## config.mk

```make
export PLATFORM = sky130hd
export DESIGN_NAME = fixed_timestep_frame_timer
export DESIGN_NICKNAME = d
export VERILOG_FILES = /design/src/fstimer_pkg.sv /design/src/fstimer_ctrl.sv /design/src/fstimer_dp.sv /design/src/fixed_timestep_frame_timer.sv
export SDC_FILE = /design/constraint.sdc
export NUM_CORES = 1
export LEC_CHECK = 0
export ABC_AREA = 1
export BUFFER_PORTS_ARGS = -buffer_cell sky130_fd_sc_hd__buf_2
export CORE_MARGIN = 3
export CORE_UTILIZATION = 65
export DETAILED_ROUTE_END_ITERATION = 12
export MAX_ROUTING_LAYER = met4
export PLACE_DENSITY = 0.85
export SYNTH_ARGS = -nofsm -noshare
export SYNTH_HDL_FRONTEND = slang
export SYNTH_SLANG_ARGS = --single-unit
```

## constraint.sdc

```tcl
create_clock -name i_clk -period 14.35 [get_ports i_clk]
set_input_delay 2.87 -clock i_clk [delete_from_list [all_inputs] [get_ports i_clk]]
set_output_delay 2.87 -clock i_clk [all_outputs]
set_load 0.01 [all_outputs]
```

## src/fstimer_pkg.sv

```systemverilog
`default_nettype none

package fstimer_pkg;

    localparam int unsigned TIME_W           = 48;
    localparam int unsigned ACC_W            = 20;
    localparam int unsigned SUM_W            = ACC_W + 1;
    localparam int unsigned PERIOD_W         = 20;
    localparam int unsigned TARGET_W         = 40;
    localparam int unsigned COUNT_W          = 10;
    localparam int unsigned FRAMES_W         = 16;
    localparam int unsigned CFG_IDX_W        = 2;
    localparam int unsigned CFG_DATA_W       = 40;

    localparam logic [ACC_W-1:0]    TICKS_PER_SECOND = ACC_W'(1000000);
    localparam logic [PERIOD_W-1:0] MIN_PERIOD       = PERIOD_W'(1000);
    localparam logic [PERIOD_W-1:0] RST_PERIOD       = PERIOD_W'(16667);
    localparam logic [TARGET_W-1:0] RST_TARGET       = TARGET_W'(1000000);

    // one quotient bit per step over the whole sum-width dividend
    localparam int unsigned DIV_STEPS = SUM_W;
    localparam int unsigned STEP_W    = $clog2(DIV_STEPS);

    localparam logic [CFG_IDX_W-1:0] CFG_FIXED_MODE = CFG_IDX_W'(0);
    localparam logic [CFG_IDX_W-1:0] CFG_PERIOD     = CFG_IDX_W'(1);
    localparam logic [CFG_IDX_W-1:0] CFG_TARGET     = CFG_IDX_W'(2);
    localparam logic [CFG_IDX_W-1:0] CFG_CYCLIC     = CFG_IDX_W'(3);

    typedef struct packed {
        logic load;      // latch the accepted timestamp
        logic calc;      // delta, accumulator, variable-mode update
        logic div_step;  // one restoring-division step
        logic fin;       // frame count, target check, output load
    } t_cmd;

    typedef struct packed {
        logic active;
        logic fixed_mode;
    } t_status;

endpackage

`default_nettype wire

```

## src/fstimer_ctrl.sv

```systemverilog
`default_nettype none

module fstimer_ctrl
    import fstimer_pkg::*;
(
    input  wire  i_clk,
    input  wire  i_rst_n,
    input  wire  i_in_valid,
    output logic o_in_ready,
    output logic o_out_valid,
    input  wire  i_out_ready,
    input  t_status i_status,
    output t_cmd    o_cmd
);

    typedef enum logic [3:0] {
        S_IDLE = 4'b0001,
        S_CALC = 4'b0010,
        S_DIV  = 4'b0100,
        S_FIN  = 4'b1000
    } t_state;

    t_state             r_state, n_state;
    logic [STEP_W-1:0]  r_step, n_step;
    logic               r_out_valid, n_out_valid;
    logic               out_free;

    assign out_free    = !r_out_valid || i_out_ready;
    assign o_in_ready  = (r_state == S_IDLE);
    assign o_out_valid = r_out_valid;

    always_comb begin
        n_state      = r_state;
        n_step       = r_step;
        o_cmd        = '0;
        n_out_valid  = r_out_valid && !i_out_ready;
        case (r_state)
            S_IDLE: begin
                if (i_in_valid) begin
                    o_cmd.load = 1'b1;
                    n_state    = S_CALC;
                end
            end
            S_CALC: begin
                o_cmd.calc = 1'b1;
                n_step     = '0;
                // fixed mode divides; variable or inactive goes straight on
                n_state    = (i_status.active && i_status.fixed_mode) ? S_DIV : S_FIN;
            end
            S_DIV: begin
                o_cmd.div_step = 1'b1;
                n_step         = r_step + STEP_W'(1);
                if (r_step == STEP_W'(DIV_STEPS - 1)) begin
                    n_state = S_FIN;
                end
            end
            S_FIN: begin
                if (out_free) begin
                    o_cmd.fin   = 1'b1;
                    n_out_valid = 1'b1;
                    n_state     = S_IDLE;
                end
            end
            default: begin
                n_state = S_IDLE;
            end
        endcase
    end

    always_ff @(posedge i_clk) begin
        if (!i_rst_n) begin
            r_state     <= S_IDLE;
            r_step      <= '0;
            r_out_valid <= 1'b0;
        end else begin
            r_state     <= n_state;
            r_step      <= n_step;
            r_out_valid <= n_out_valid;
        end
    end

    a_div_only_fixed: assert property (@(posedge i_clk) disable iff (!i_rst_n)
        r_state == S_DIV |-> i_status.fixed_mode && i_status.active)
        else $error("division running outside active fixed mode");

    a_step_bound: assert property (@(posedge i_clk) disable iff (!i_rst_n)
        r_state == S_DIV |-> r_step <= STEP_W'(DIV_STEPS - 1))
        else $error("division step counter overran");

    a_fin_waits: assert property (@(posedge i_clk) disable iff (!i_rst_n)
        r_state == S_FIN && !out_free |=> r_state == S_FIN && r_out_valid)
        else $error("result dropped while output slot busy");

endmodule

`default_nettype wire

```

## src/fstimer_dp.sv

```systemverilog
`default_nettype none

module fstimer_dp
    import fstimer_pkg::*;
(
    input  wire                    i_clk,
    input  wire                    i_rst_n,
    input  t_cmd                   i_cmd,
    output t_status                o_status,
    input  wire  [TIME_W-1:0]      i_timestamp,
    input  wire                    i_cfg_we,
    input  wire  [CFG_IDX_W-1:0]   i_cfg_index,
    input  wire  [CFG_DATA_W-1:0]  i_cfg_data,
    output logic                   o_started,
    output logic [COUNT_W-1:0]     o_update_count,
    output logic                   o_destination_reached,
    output logic [TIME_W-1:0]      o_raw_delta,
    output logic [FRAMES_W-1:0]    o_frames_in_period,
    output logic                   o_is_active
);

    // configuration
    logic                 r_fixed_mode;
    logic [PERIOD_W-1:0]  r_period_cfg;
    logic [TARGET_W-1:0]  r_target;
    logic                 r_cyclic;

    // timer state
    logic [TIME_W-1:0]    r_last_time;
    logic [TIME_W-1:0]    r_start_time;
    logic [ACC_W-1:0]     r_acc;
    logic [FRAMES_W-1:0]  r_frames;
    logic                 r_active;
    logic                 r_first;

    // per-frame working registers
    logic [TIME_W-1:0]    r_ts;
    logic [TIME_W-1:0]    r_delta;
    logic                 r_started;
    logic                 r_vcount;
    logic [SUM_W-1:0]     r_dividend;
    logic [ACC_W-1:0]     r_rem;
    logic [SUM_W-1:0]     r_quot;

    // output register
    logic                 r_o_started;
    logic [COUNT_W-1:0]   r_o_count;
    logic                 r_o_reached;
    logic [TIME_W-1:0]    r_o_delta;
    logic [FRAMES_W-1:0]  r_o_frames;
    logic                 r_o_active;

    logic [PERIOD_W-1:0]  period;
    logic [TIME_W-1:0]    base_time;
    logic [TIME_W-1:0]    delta;
    logic [ACC_W-1:0]     delta_cap;
    logic [SUM_W-1:0]     sum;
    logic [ACC_W-1:0]     acc_new;
    logic [SUM_W-1:0]     rem_shift;
    logic                 rem_fits;
    logic [COUNT_W-1:0]   count;
    logic [FRAMES_W-1:0]  frames_new;
    logic [TIME_W-1:0]    elapsed;
    logic                 reached;

    assign o_status.active     = r_active;
    assign o_status.fixed_mode = r_fixed_mode;

    assign period    = (r_period_cfg < MIN_PERIOD) ? MIN_PERIOD : r_period_cfg;
    assign base_time = r_first ? r_ts : r_last_time;
    assign delta     = r_ts - base_time;
    assign delta_cap = (delta < TIME_W'(TICKS_PER_SECOND)) ? delta[ACC_W-1:0]
                                                           : TICKS_PER_SECOND;
    assign sum       = {1'b0, r_acc} + {1'b0, delta_cap};
    // clear once a full second has piled up
    assign acc_new   = (sum >= SUM_W'(TICKS_PER_SECOND)) ? '0 : sum[ACC_W-1:0];

    assign rem_shift = {r_rem, r_dividend[SUM_W-1]};
    assign rem_fits  = rem_shift >= SUM_W'(period);

    assign count      = r_fixed_mode ? r_quot[COUNT_W-1:0] : COUNT_W'(r_vcount);
    assign frames_new = r_frames + FRAMES_W'(count);
    assign elapsed    = r_ts - r_start_time;
    assign reached    = elapsed >= TIME_W'(r_target);

    always_ff @(posedge i_clk) begin
        if (!i_rst_n) begin
            r_fixed_mode <= 1'b1;
            r_period_cfg <= RST_PERIOD;
            r_target     <= RST_TARGET;
            r_cyclic     <= 1'b1;
        end else if (i_cfg_we) begin
            case (i_cfg_index)
                CFG_FIXED_MODE: r_fixed_mode <= i_cfg_data[0];
                CFG_PERIOD:     r_period_cfg <= i_cfg_data[PERIOD_W-1:0];
                CFG_TARGET:     r_target     <= i_cfg_data[TARGET_W-1:0];
                CFG_CYCLIC:     r_cyclic     <= i_cfg_data[0];
                default: begin
                end
            endcase
        end
    end

    always_ff @(posedge i_clk) begin
        if (!i_rst_n) begin
            r_last_time  <= '0;
            r_start_time <= '0;
            r_acc        <= '0;
            r_frames     <= '0;
            r_active     <= 1'b1;
            r_first      <= 1'b1;
        end else begin
            if (i_cmd.calc && r_active) begin
                r_first     <= 1'b0;
                r_last_time <= r_ts;
                if (r_first) begin
                    r_start_time <= r_ts;
                end
                // variable mode: at most one update, then drop the remainder
                if (!r_fixed_mode && acc_new >= period) begin
                    r_acc <= '0;
                end else begin
                    r_acc <= acc_new;
                end
            end
            if (i_cmd.fin && r_active) begin
                if (r_fixed_mode) begin
                    r_acc <= r_rem;
                end
                if (reached) begin
                    r_start_time <= r_ts;
                    r_frames     <= '0;
                    r_active     <= r_cyclic;
                end else begin
                    r_frames <= frames_new;
                end
            end
        end
    end

    always_ff @(posedge i_clk) begin
        if (i_cmd.load) begin
            r_ts <= i_timestamp;
        end
        if (i_cmd.calc) begin
            r_started  <= r_first;
            r_delta    <= delta;
            r_vcount   <= acc_new >= period;
            r_dividend <= SUM_W'(acc_new);
            r_rem      <= '0;
            r_quot     <= '0;
        end
        if (i_cmd.div_step) begin
            r_dividend <= {r_dividend[SUM_W-2:0], 1'b0};
            r_quot     <= {r_quot[SUM_W-2:0], rem_fits};
            r_rem      <= rem_fits ? ACC_W'(rem_shift - SUM_W'(period))
                                   : rem_shift[ACC_W-1:0];
        end
        if (i_cmd.fin) begin
            if (r_active) begin
                r_o_started <= r_started;
                r_o_count   <= count;
                r_o_reached <= reached;
                r_o_delta   <= r_delta;
                r_o_frames  <= frames_new;
                r_o_active  <= reached ? r_cyclic : 1'b1;
            end else begin
                r_o_started <= 1'b0;
                r_o_count   <= '0;
                r_o_reached <= 1'b0;
                r_o_delta   <= '0;
                r_o_frames  <= r_frames;
                r_o_active  <= 1'b0;
            end
        end
    end

    assign o_started             = r_o_started;
    assign o_update_count        = r_o_count;
    assign o_destination_reached = r_o_reached;
    assign o_raw_delta           = r_o_delta;
    assign o_frames_in_period    = r_o_frames;
    assign o_is_active           = r_o_active;

    a_acc_below_second: assert property (@(posedge i_clk) disable iff (!i_rst_n)
        r_acc < TICKS_PER_SECOND)
        else $error("update accumulator reached one second");

    a_quot_fits: assert property (@(posedge i_clk) disable iff (!i_rst_n)
        i_cmd.fin && r_active && r_fixed_mode |-> r_quot[SUM_W-1:COUNT_W] == '0)
        else $error("update count exceeds its field");

    a_inactive_frozen: assert property (@(posedge i_clk) disable iff (!i_rst_n)
        !r_active && !i_cfg_we |=> !r_active && $stable(r_frames) && $stable(r_acc))
        else $error("inactive timer changed state");

endmodule

`default_nettype wire

```

## src/fixed_timestep_frame_timer.sv

```systemverilog
// From request acceptance to result valid, fixed mode runs calc, 21 restoring-division
//   steps and finish; variable mode or an inactive timer runs calc and finish only.
// One request at a time: a new request is taken only once the last one has finished,
//   and a held result stalls only the finish step.
// Reset (synchronous, active low): timer active and waiting for its first frame,
//   all times, accumulator and frame count zero, registers at their defaults.
`default_nettype none

module fixed_timestep_frame_timer
    import fstimer_pkg::*;
(
    input  wire                    i_clk,
    input  wire                    i_rst_n,
    // frame-start request channel
    input  wire                    i_in_valid,
    output logic                   o_in_ready,
    input  wire  [TIME_W-1:0]      i_timestamp,
    // result channel
    output logic                   o_out_valid,
    input  wire                    i_out_ready,
    output logic                   o_started,
    output logic [COUNT_W-1:0]     o_update_count,
    output logic                   o_destination_reached,
    output logic [TIME_W-1:0]      o_raw_delta,
    output logic [FRAMES_W-1:0]    o_frames_in_period,
    output logic                   o_is_active,
    // configuration write channel
    input  wire                    i_cfg_valid,
    output logic                   o_cfg_ready,
    input  wire  [CFG_IDX_W-1:0]   i_cfg_index,
    input  wire  [CFG_DATA_W-1:0]  i_cfg_data
);

    t_cmd    cmd;
    t_status status;

    // Register writes always land, so the write channel never stalls.
    assign o_cfg_ready = 1'b1;

    // Controller: sequences one request through calc, divide (fixed mode only) and
    // finish, and owns both handshakes plus the output-valid flag.
    fstimer_ctrl u_ctrl (
        .i_clk       (i_clk),
        .i_rst_n     (i_rst_n),
        .i_in_valid  (i_in_valid),
        .o_in_ready  (o_in_ready),
        .o_out_valid (o_out_valid),
        .i_out_ready (i_out_ready),
        .i_status    (status),
        .o_cmd       (cmd)
    );

    // Datapath: timer state, configuration registers, the restoring divider
    // that splits the accumulator into updates and remainder, and the
    // result register that holds while the consumer stalls.
    fstimer_dp u_dp (
        .i_clk                 (i_clk),
        .i_rst_n               (i_rst_n),
        .i_cmd                 (cmd),
        .o_status              (status),
        .i_timestamp           (i_timestamp),
        .i_cfg_we              (i_cfg_valid),
        .i_cfg_index           (i_cfg_index),
        .i_cfg_data            (i_cfg_data),
        .o_started             (o_started),
        .o_update_count        (o_update_count),
        .o_destination_reached (o_destination_reached),
        .o_raw_delta           (o_raw_delta),
        .o_frames_in_period    (o_frames_in_period),
        .o_is_active           (o_is_active)
    );

endmodule

`default_nettype wire

```

**Yosys cells after proc, flatten, opt, wreduce, memory -nomap -nowiden**

Index checks and enable logic that the tools add are counted.

- $add $sub $neg: 6
- Equal/unequal tests: 11
- Magnitude comparators: 6
- Reduce and logical (&&, ||, !) cells: 18
- Muxes and demuxes: 37

Operators by type and width:

| operator | count |
|---|---|
| $mux 48 | 5 |
| $mux 20 | 10 |
| $sub 48x48->48 | 2 |
| $ge 48x40->1 | 1 |
| $lt 48x20->1 const B | 1 |
| $mux 21 | 2 |
| $mux 16 | 2 |
| $mux 10 | 3 |
| $add 20x20->21 | 1 |
| $ge 21x20->1 | 1 |
| $ge 21x20->1 const B | 1 |
| $ge 20x20->1 | 1 |
| $lt 20x10->1 const B | 1 |
| $sub 20x20->20 | 1 |
| $add 16x10->16 | 1 |
| $mux 4 | 4 |
| $pmux 4 s4 | 1 |
| $pmux 5 s2 | 1 |
| $reduce_and 2->1 | 5 |
| $mux 1 | 9 |
| $add 5x1->5 const B | 1 |
| $eq 5x5->1 const B | 1 |
| $logic_and 1x1->1 | 5 |
| $eq 2x2->1 const B | 2 |
| 12 further kinds | 16 |

- Output and inout port bits: 80
- Input port bits: 95
- Word-level logic and storage cells: 105
- Bits in registers: 432

**Depth between registers and ports, before layout**

- Word-level depth: 13
- Gate-level depth with buffers: 68
- Gate-level depth less buffers: 64

**Cells and area by module**

A second synthesis with hierarchy kept.

- Cells, all modules: 3844
- Area, all modules: 28377.2 sq um

Modules (own cells, without submodules):

| module | cells an instance | seq. area each (sq um) | area an instance (sq um) | instances |
|---|---|---|---|---|
| fstimer_dp | 3760 | 10700.3 | 27824.2 | 1 |
| fstimer_ctrl | 82 | 200.2 | 541.8 | 1 |
| fixed_timestep_frame_timer | 2 | 0.0 | 11.3 | 1 |

**Worst setup path before layout**

Ideal clock, no wire load.

- Path kind: register -> register
- From: register u_dp.r_first
- To: register u_dp.r_acc[1]
- Data required time: 14280 ps
- Library setup time: 70 ps
- Setup slack: 7185 ps
- Cell stages (with the launch flop): 62
- Path buffers: 5
- Period minus slack after synthesis: 7165 ps
- Arrival time: 7095 ps
- Path through: dfxtp_1 clkbuf_1 clkbuf_1 nand2_1 o21ai_0 ha_1 inv_1 fa_1 nand2_1 clkinv_1 nand2_1 nand2_2 nand2_2 nand2_2 nand3_2 nand2_4 a21boi_4 o21ai_2 (+26 left out) o21a_1 o21a_1 o21ai_0 nand2_1 nand2_1 nand2_1 o21ai_0 inv_1 nand2_1 nand2_1 nand2_1 nand2_1 nand2_1 nand2_1 nand2_1 buf_4 nand2_1 a21oi_1

- Cells in the longest elaborated chain, start to end: 13

Ends and longest elaborated chain:

| element | RTL line | RTL |
|---|---|---|
| start: declaration | fstimer_dp.sv:34 | `logic r_first;` |
| start signal: assignment | fstimer_dp.sv:111 | `r_first <= 1'b1;` |
| start signal: assignment | fstimer_dp.sv:114 | `r_first <= 1'b0;` |
| $mux 48 (*) | fstimer_dp.sv:70 | `assign base_time = r_first ? r_ts : r_last_time;` |
| $sub 48x48->48 (*) | fstimer_dp.sv:71 | `assign delta = r_ts - base_time;` |
| named net u_dp.delta[46] | fstimer_dp.sv:55 | `logic [TIME_W-1:0] delta;` |
| $lt 48x20->1 (*) | fstimer_dp.sv:72 | `assign delta_cap = (delta < TIME_W'(TICKS_PER_SECOND)) ? delta[ACC_W-1:0]` |
| $mux 20 (*) | fstimer_dp.sv:72 |  |
| $add 20x20->21 (*) | fstimer_dp.sv:74 | `assign sum = {1'b0, r_acc} + {1'b0, delta_cap};` |
| $ge 21x20->1 | fstimer_dp.sv:76 | `assign acc_new = (sum >= SUM_W'(TICKS_PER_SECOND)) ? '0 : sum[ACC_W-1:0];` |
| $mux 20 (*) | fstimer_dp.sv:76 |  |
| $ge 20x20->1 | fstimer_dp.sv:120 | `if (!r_fixed_mode && acc_new >= period) begin` |
| $logic_and 1x1->1 | fstimer_dp.sv:120 |  |
| $mux 20 (*) | fstimer_dp.sv:120 |  |
| $mux 20 (*) | fstimer_dp.sv:113 | `if (i_cmd.calc && r_active) begin` |
| $mux 20 | fstimer_dp.sv:127 | `if (r_fixed_mode) begin` |
| $mux 20 (*) | fstimer_dp.sv:126 | `if (i_cmd.fin && r_active) begin` |
| end signal: assignment | fstimer_dp.sv:123 | `r_acc <= acc_new;` |
| end signal: assignment | fstimer_dp.sv:128 | `r_acc <= r_rem;` |
| end: declaration | fstimer_dp.sv:31 | `logic [ACC_W-1:0] r_acc;` |

The timed path passes the listed nets; every way through them passes the cells marked *.
A chain may end at the register's enable or synchronous reset.

**Worst setup path in the final report**

- From: register u_dp.r_first
- To: register u_dp.r_acc[10]

The elaborated chain is that of the path after synthesis.

==> results by group <==
Floorplanning
  – Full die area: approximately 45,000 µm²
  – FP Rows: 74
  – I/O pin cnt: 175
  – Initial Util: about 67%
  – Die height: between 200 and 250 µm
  – Die X-Extent: 212 µm
  – Core area: ~41,000 µm²

Pwr
  – Cell Pwr Density: ~130 nW/µm²
  – Internal: around 2.5 mW
  – Power after layout: 3.90 mW
  – Static leakage: 14.0 nW
  – Seq pwr share: roughly 38%
  – Sw frac: between 30% and 40%
  – Clock power share: around 30%
  – Psw: about 1.4 mW
  – Comb power frac: 32.6%
  – Worst IR drop on VDD: 119 µV

Synth
  – Synth area leaders: edfxtp_1, dfxtp_1, nand2_1, ha_1, inv_1
  – Synth cell types: 70
  – Sequential area share after synthesis: 39.7%
  – Biggest area consumer among synthesized cells: edfxtp_1
  – Synth Area in Simple Gates: between 20 and 25%
  – Post-synthesis mux area share: roughly 1.4%
  – Post-synth net total: between 3,000 and 4,000
  – EDFF count, synth: 225
  – Yosys reg bits: ~430
  – Async SR Flop Fraction: 0%
  – Synth warn: 0
  – Gate Count Post-Synth: 3,623
  – Mean Syn Cell Area: about 7.6 µm²
  – Post-synth top area share: approximately 25%
  – Mapped cell area: between 20,000 and 30,000 µm²
  – XOR/XNOR Fraction of Synth Area: 3.78%
  – Synth Area in Adders: 9.70%
  – Dominant synthesized flop cell: edfxtp_1
  – Combinational family with the most area after synthesis: simple AND/OR/NAND/NOR gates
  – Compound-Gate Fraction of Synth Area: approximately 15%

Global routing
  – Gr ovfl total: 0
  – All-Layer GR Usage: about a third
  – Vias in the first global route: roughly 22,000
  – First-pass GRT wire length: ~120,000 µm
  – Initial antenna violation count: 0
  – Largest net degree at the start of global routing: 95

Setup path
  – R2R setup slack: a little over 5 ns
  – WP data arrival: 9.75 ns
  – Critical Path Source Type: register
  – Crit path capture type: register
  – Reg2reg path depth: 51
  – Most frequent CP cell: nand2_1
  – Slowest CP cell: dfxtp_2
  – Worst Path Max Fanout: 40
  – CP Class: register to register
  – R2R Path End: u_dp.r_acc[10]
  – CP required: roughly 15 ns
  – CP peak stage delay: 0.67 ns
  – Reg2reg start: u_dp.r_first

Placed design
  – Placement Setup Slack: 5.31 ns
  – Final GP Congestion: 1.04
  – I/O Buffers: 173
  – DP HPWL: approximately 55,000 µm
  – Dpl cells: approximately 4,200
  – Dpl cell area: about 29,000 µm²

Final layout
  – ANT cells: 0
  – Final instance area: ~30,000 µm²
  – Layout cell share with drive strength beyond 1: between 8 and 9%
  – Final #Nets: between 4,000 and 5,000
  – Layout Cells excl Fill: approximately 4,300
  – Final core occ: 73.1%
  – Area grow syn2layout: 9.91%

CTS
  – Hold-fix buffers at CTS: 0
  – Post-CTS resize count: 0
  – Clk pin slew, worst setup/hold paths: 0.06 ns
  – TritonCTS buffer count: 45
  – H-tree levels: 2
  – Clk buf depth: 3
  – Clock Sinks: between 400 and 500
  – Worst-Skew Late Latency: a little under 0.6 ns
  – Setup bufs post-CTS: 0
  – CTS tree: done
  – Root Driver: clkbuf_16

Drt
  – Antenna viol nets, final: 0
  – Via Count: 24,600
  – First drt pass iteration count: 6
  – DRC: 0
  – Routed len/inst: about 17 µm
  – DRT iter0 DRCs: between 2,000 and 2,500
  – Routed Wire Length: 72,300 µm
  – Vias/cell: approximately 5.7

Min path
  – Min-Delay Path Depth: 2
  – Hold Path Origin: u_dp.r_target[35]
  – Worst min-delay path class: register to register
  – Min-Delay Endpoint: u_dp.r_target[35]

STA
  – Final worst-path setup slack: about 5.1 ns
  – Clk_skew: roughly 0.029 ns
  – Post-layout minimum cycle time: a little over 9 ns
  – Slew Limit Fails: 0
  – Unrepaired setup endpoints after global routing: false
  – Setup-failing EPs final: 0
  – Slew HR: 30.0%
  – Setup TNS: 0 ns
  – Least-Margin Pin Slew: around 1.0 ns
  – Achievable Freq: around 0.11 GHz
  – Final Hold Fails: 0
  – Hold WS: ~0.46 ns
  – Period Utilization, post-route: between 60% and 70%

Outcome
  – Status: finished, final reports clean

Job
  – Max-cap violations: 0
==> cells in the final DEF (no fill, tap or decap), types with 9 or more instances in the layout <==
master and instances:
nor3_1 29, inv_1 527, xor2_1 63, buf_2 172, edfxtp_1 225, o21a_1 12
o21ai_1 17, nor2_1 512, nand3_1 90, mux2i_1 35, a21o_1 14, nor4_1 15
clkbuf_16 46, ha_1 205, buf_4 19, a31oi_1 25, nor2_4 13, xnor2_1 50
clkinv_2 10, o211ai_1 16, a21oi_2 9, a21oi_1 340, dfxtp_1 205, a211oi_1 13
nand2_1 696, o21ai_0 259, nand2_2 10, nand4_1 37, inv_2 10
==> logic make-up (layout without fill, tap and decap cells) <==
family,Yosys count,in the layout
AO/OA/AOI/OAI,742,742
XOR/XNOR,116,116
adder cells (fa/ha/maj),210,210
buffers and inverters,649,816
flip-flops,432,432
multiplexers,37,37
other,1,1
AND/OR/NAND/NOR,1436,1436
==> worst max-delay path: cells and delay by family (launching register included) <==
kind | cells | cell delay [ns]
adder cells (fa/ha/maj) | 3 | 1.03
multiplexers | 1 | 0.15
AND/OR/NAND/NOR | 30 | 4.42
buffers and inverters | 7 | 1.10
XOR/XNOR | 1 | 0.15
flip-flops | 1 | 0.67
AO/OA/AOI/OAI | 9 | 1.61
==> registers in the layout (all words and copies together) (netlist names), 5 cells and up <==
| signal | flops |
|---|---|
| u_dp.r_period_cfg | 20 |
| u_dp.r_acc | 20 |
| u_ctrl.r_step | 5 |
| u_dp.o_frames_in_period | 16 |
| u_dp.r_start_time | 48 |
| u_dp.o_raw_delta | 48 |
| u_dp.r_delta | 48 |
| u_dp.r_ts | 48 |
| u_dp.r_rem | 20 |
| u_dp.r_quot | 10 |
| u_dp.r_dividend | 21 |
| u_dp.r_target | 40 |
| u_dp.r_frames | 16 |
| u_dp.o_update_count | 10 |
| u_dp.r_last_time | 48 |
==> synth_stat cells (25+ instances only) <==
| library cell | number |
|---|---|
| edfxtp_1 | 225 |
| o21ai_0 | 259 |
| nand4_1 | 37 |
| dfxtp_1 | 207 |
| inv_1 | 529 |
| ha_1 | 205 |
| a21oi_1 | 340 |
| a31oi_1 | 25 |
| xor2_1 | 63 |
| xnor2_1 | 50 |
| clkbuf_1 | 86 |
| mux2i_1 | 35 |
| nand3_1 | 90 |
| nor3_1 | 30 |
| nor2_1 | 515 |
| nand2_1 | 698 |
==> how the worst max path moves through the flow <==
stage                       startpoint        endpoint  slack [ns]
after floorplan           u_dp.r_first   u_dp.r_acc[1]        7.18
after global placement    u_dp.r_first  u_dp.r_acc[17]        5.44
after detailed placement  u_dp.r_first  u_dp.r_acc[10]        5.31
after CTS                 u_dp.r_first  u_dp.r_acc[10]        5.21
after global routing      u_dp.r_first  u_dp.r_acc[14]        4.24
final                     u_dp.r_first  u_dp.r_acc[10]        5.11
==> area by class of cell <==
cell class / instances / area, µm²
clock buffers: 62 / 1290
flip-flops and latches: 432 / 10900
clock inverters: 22 / 189
well taps: 532 / 666
multi-input cells: 2542 / 14100
repair buffers: 191 / 1000
inverters: 541 / 2030
fillers: 3281 / 11100
==> power by group through the flow <==
stage | Clock, mW | Combinational [mW] | Sequential (mW)
global route | 1.22 | 1.43 | 1.47
CTS | 1.17 | 1.25 | 1.46
finish | 1.16 | 1.27 | 1.47
global placement | 0 | 1.22 | 1.49
detailed placement | 0 | 1.23 | 1.49
floorplan | 0 | 0.929 | 1.46
==> routing by layer <==
layer	GRT usage (%)	wire (µm)	vias to the layer above
met5	-	0	-
met3	4.48	5970	146
met4	9.38	2110	0
met1	48.1	33300	11300
met2	48.4	30900	993
li1	-	-	12200
Power figures use the tool's default switching activity.
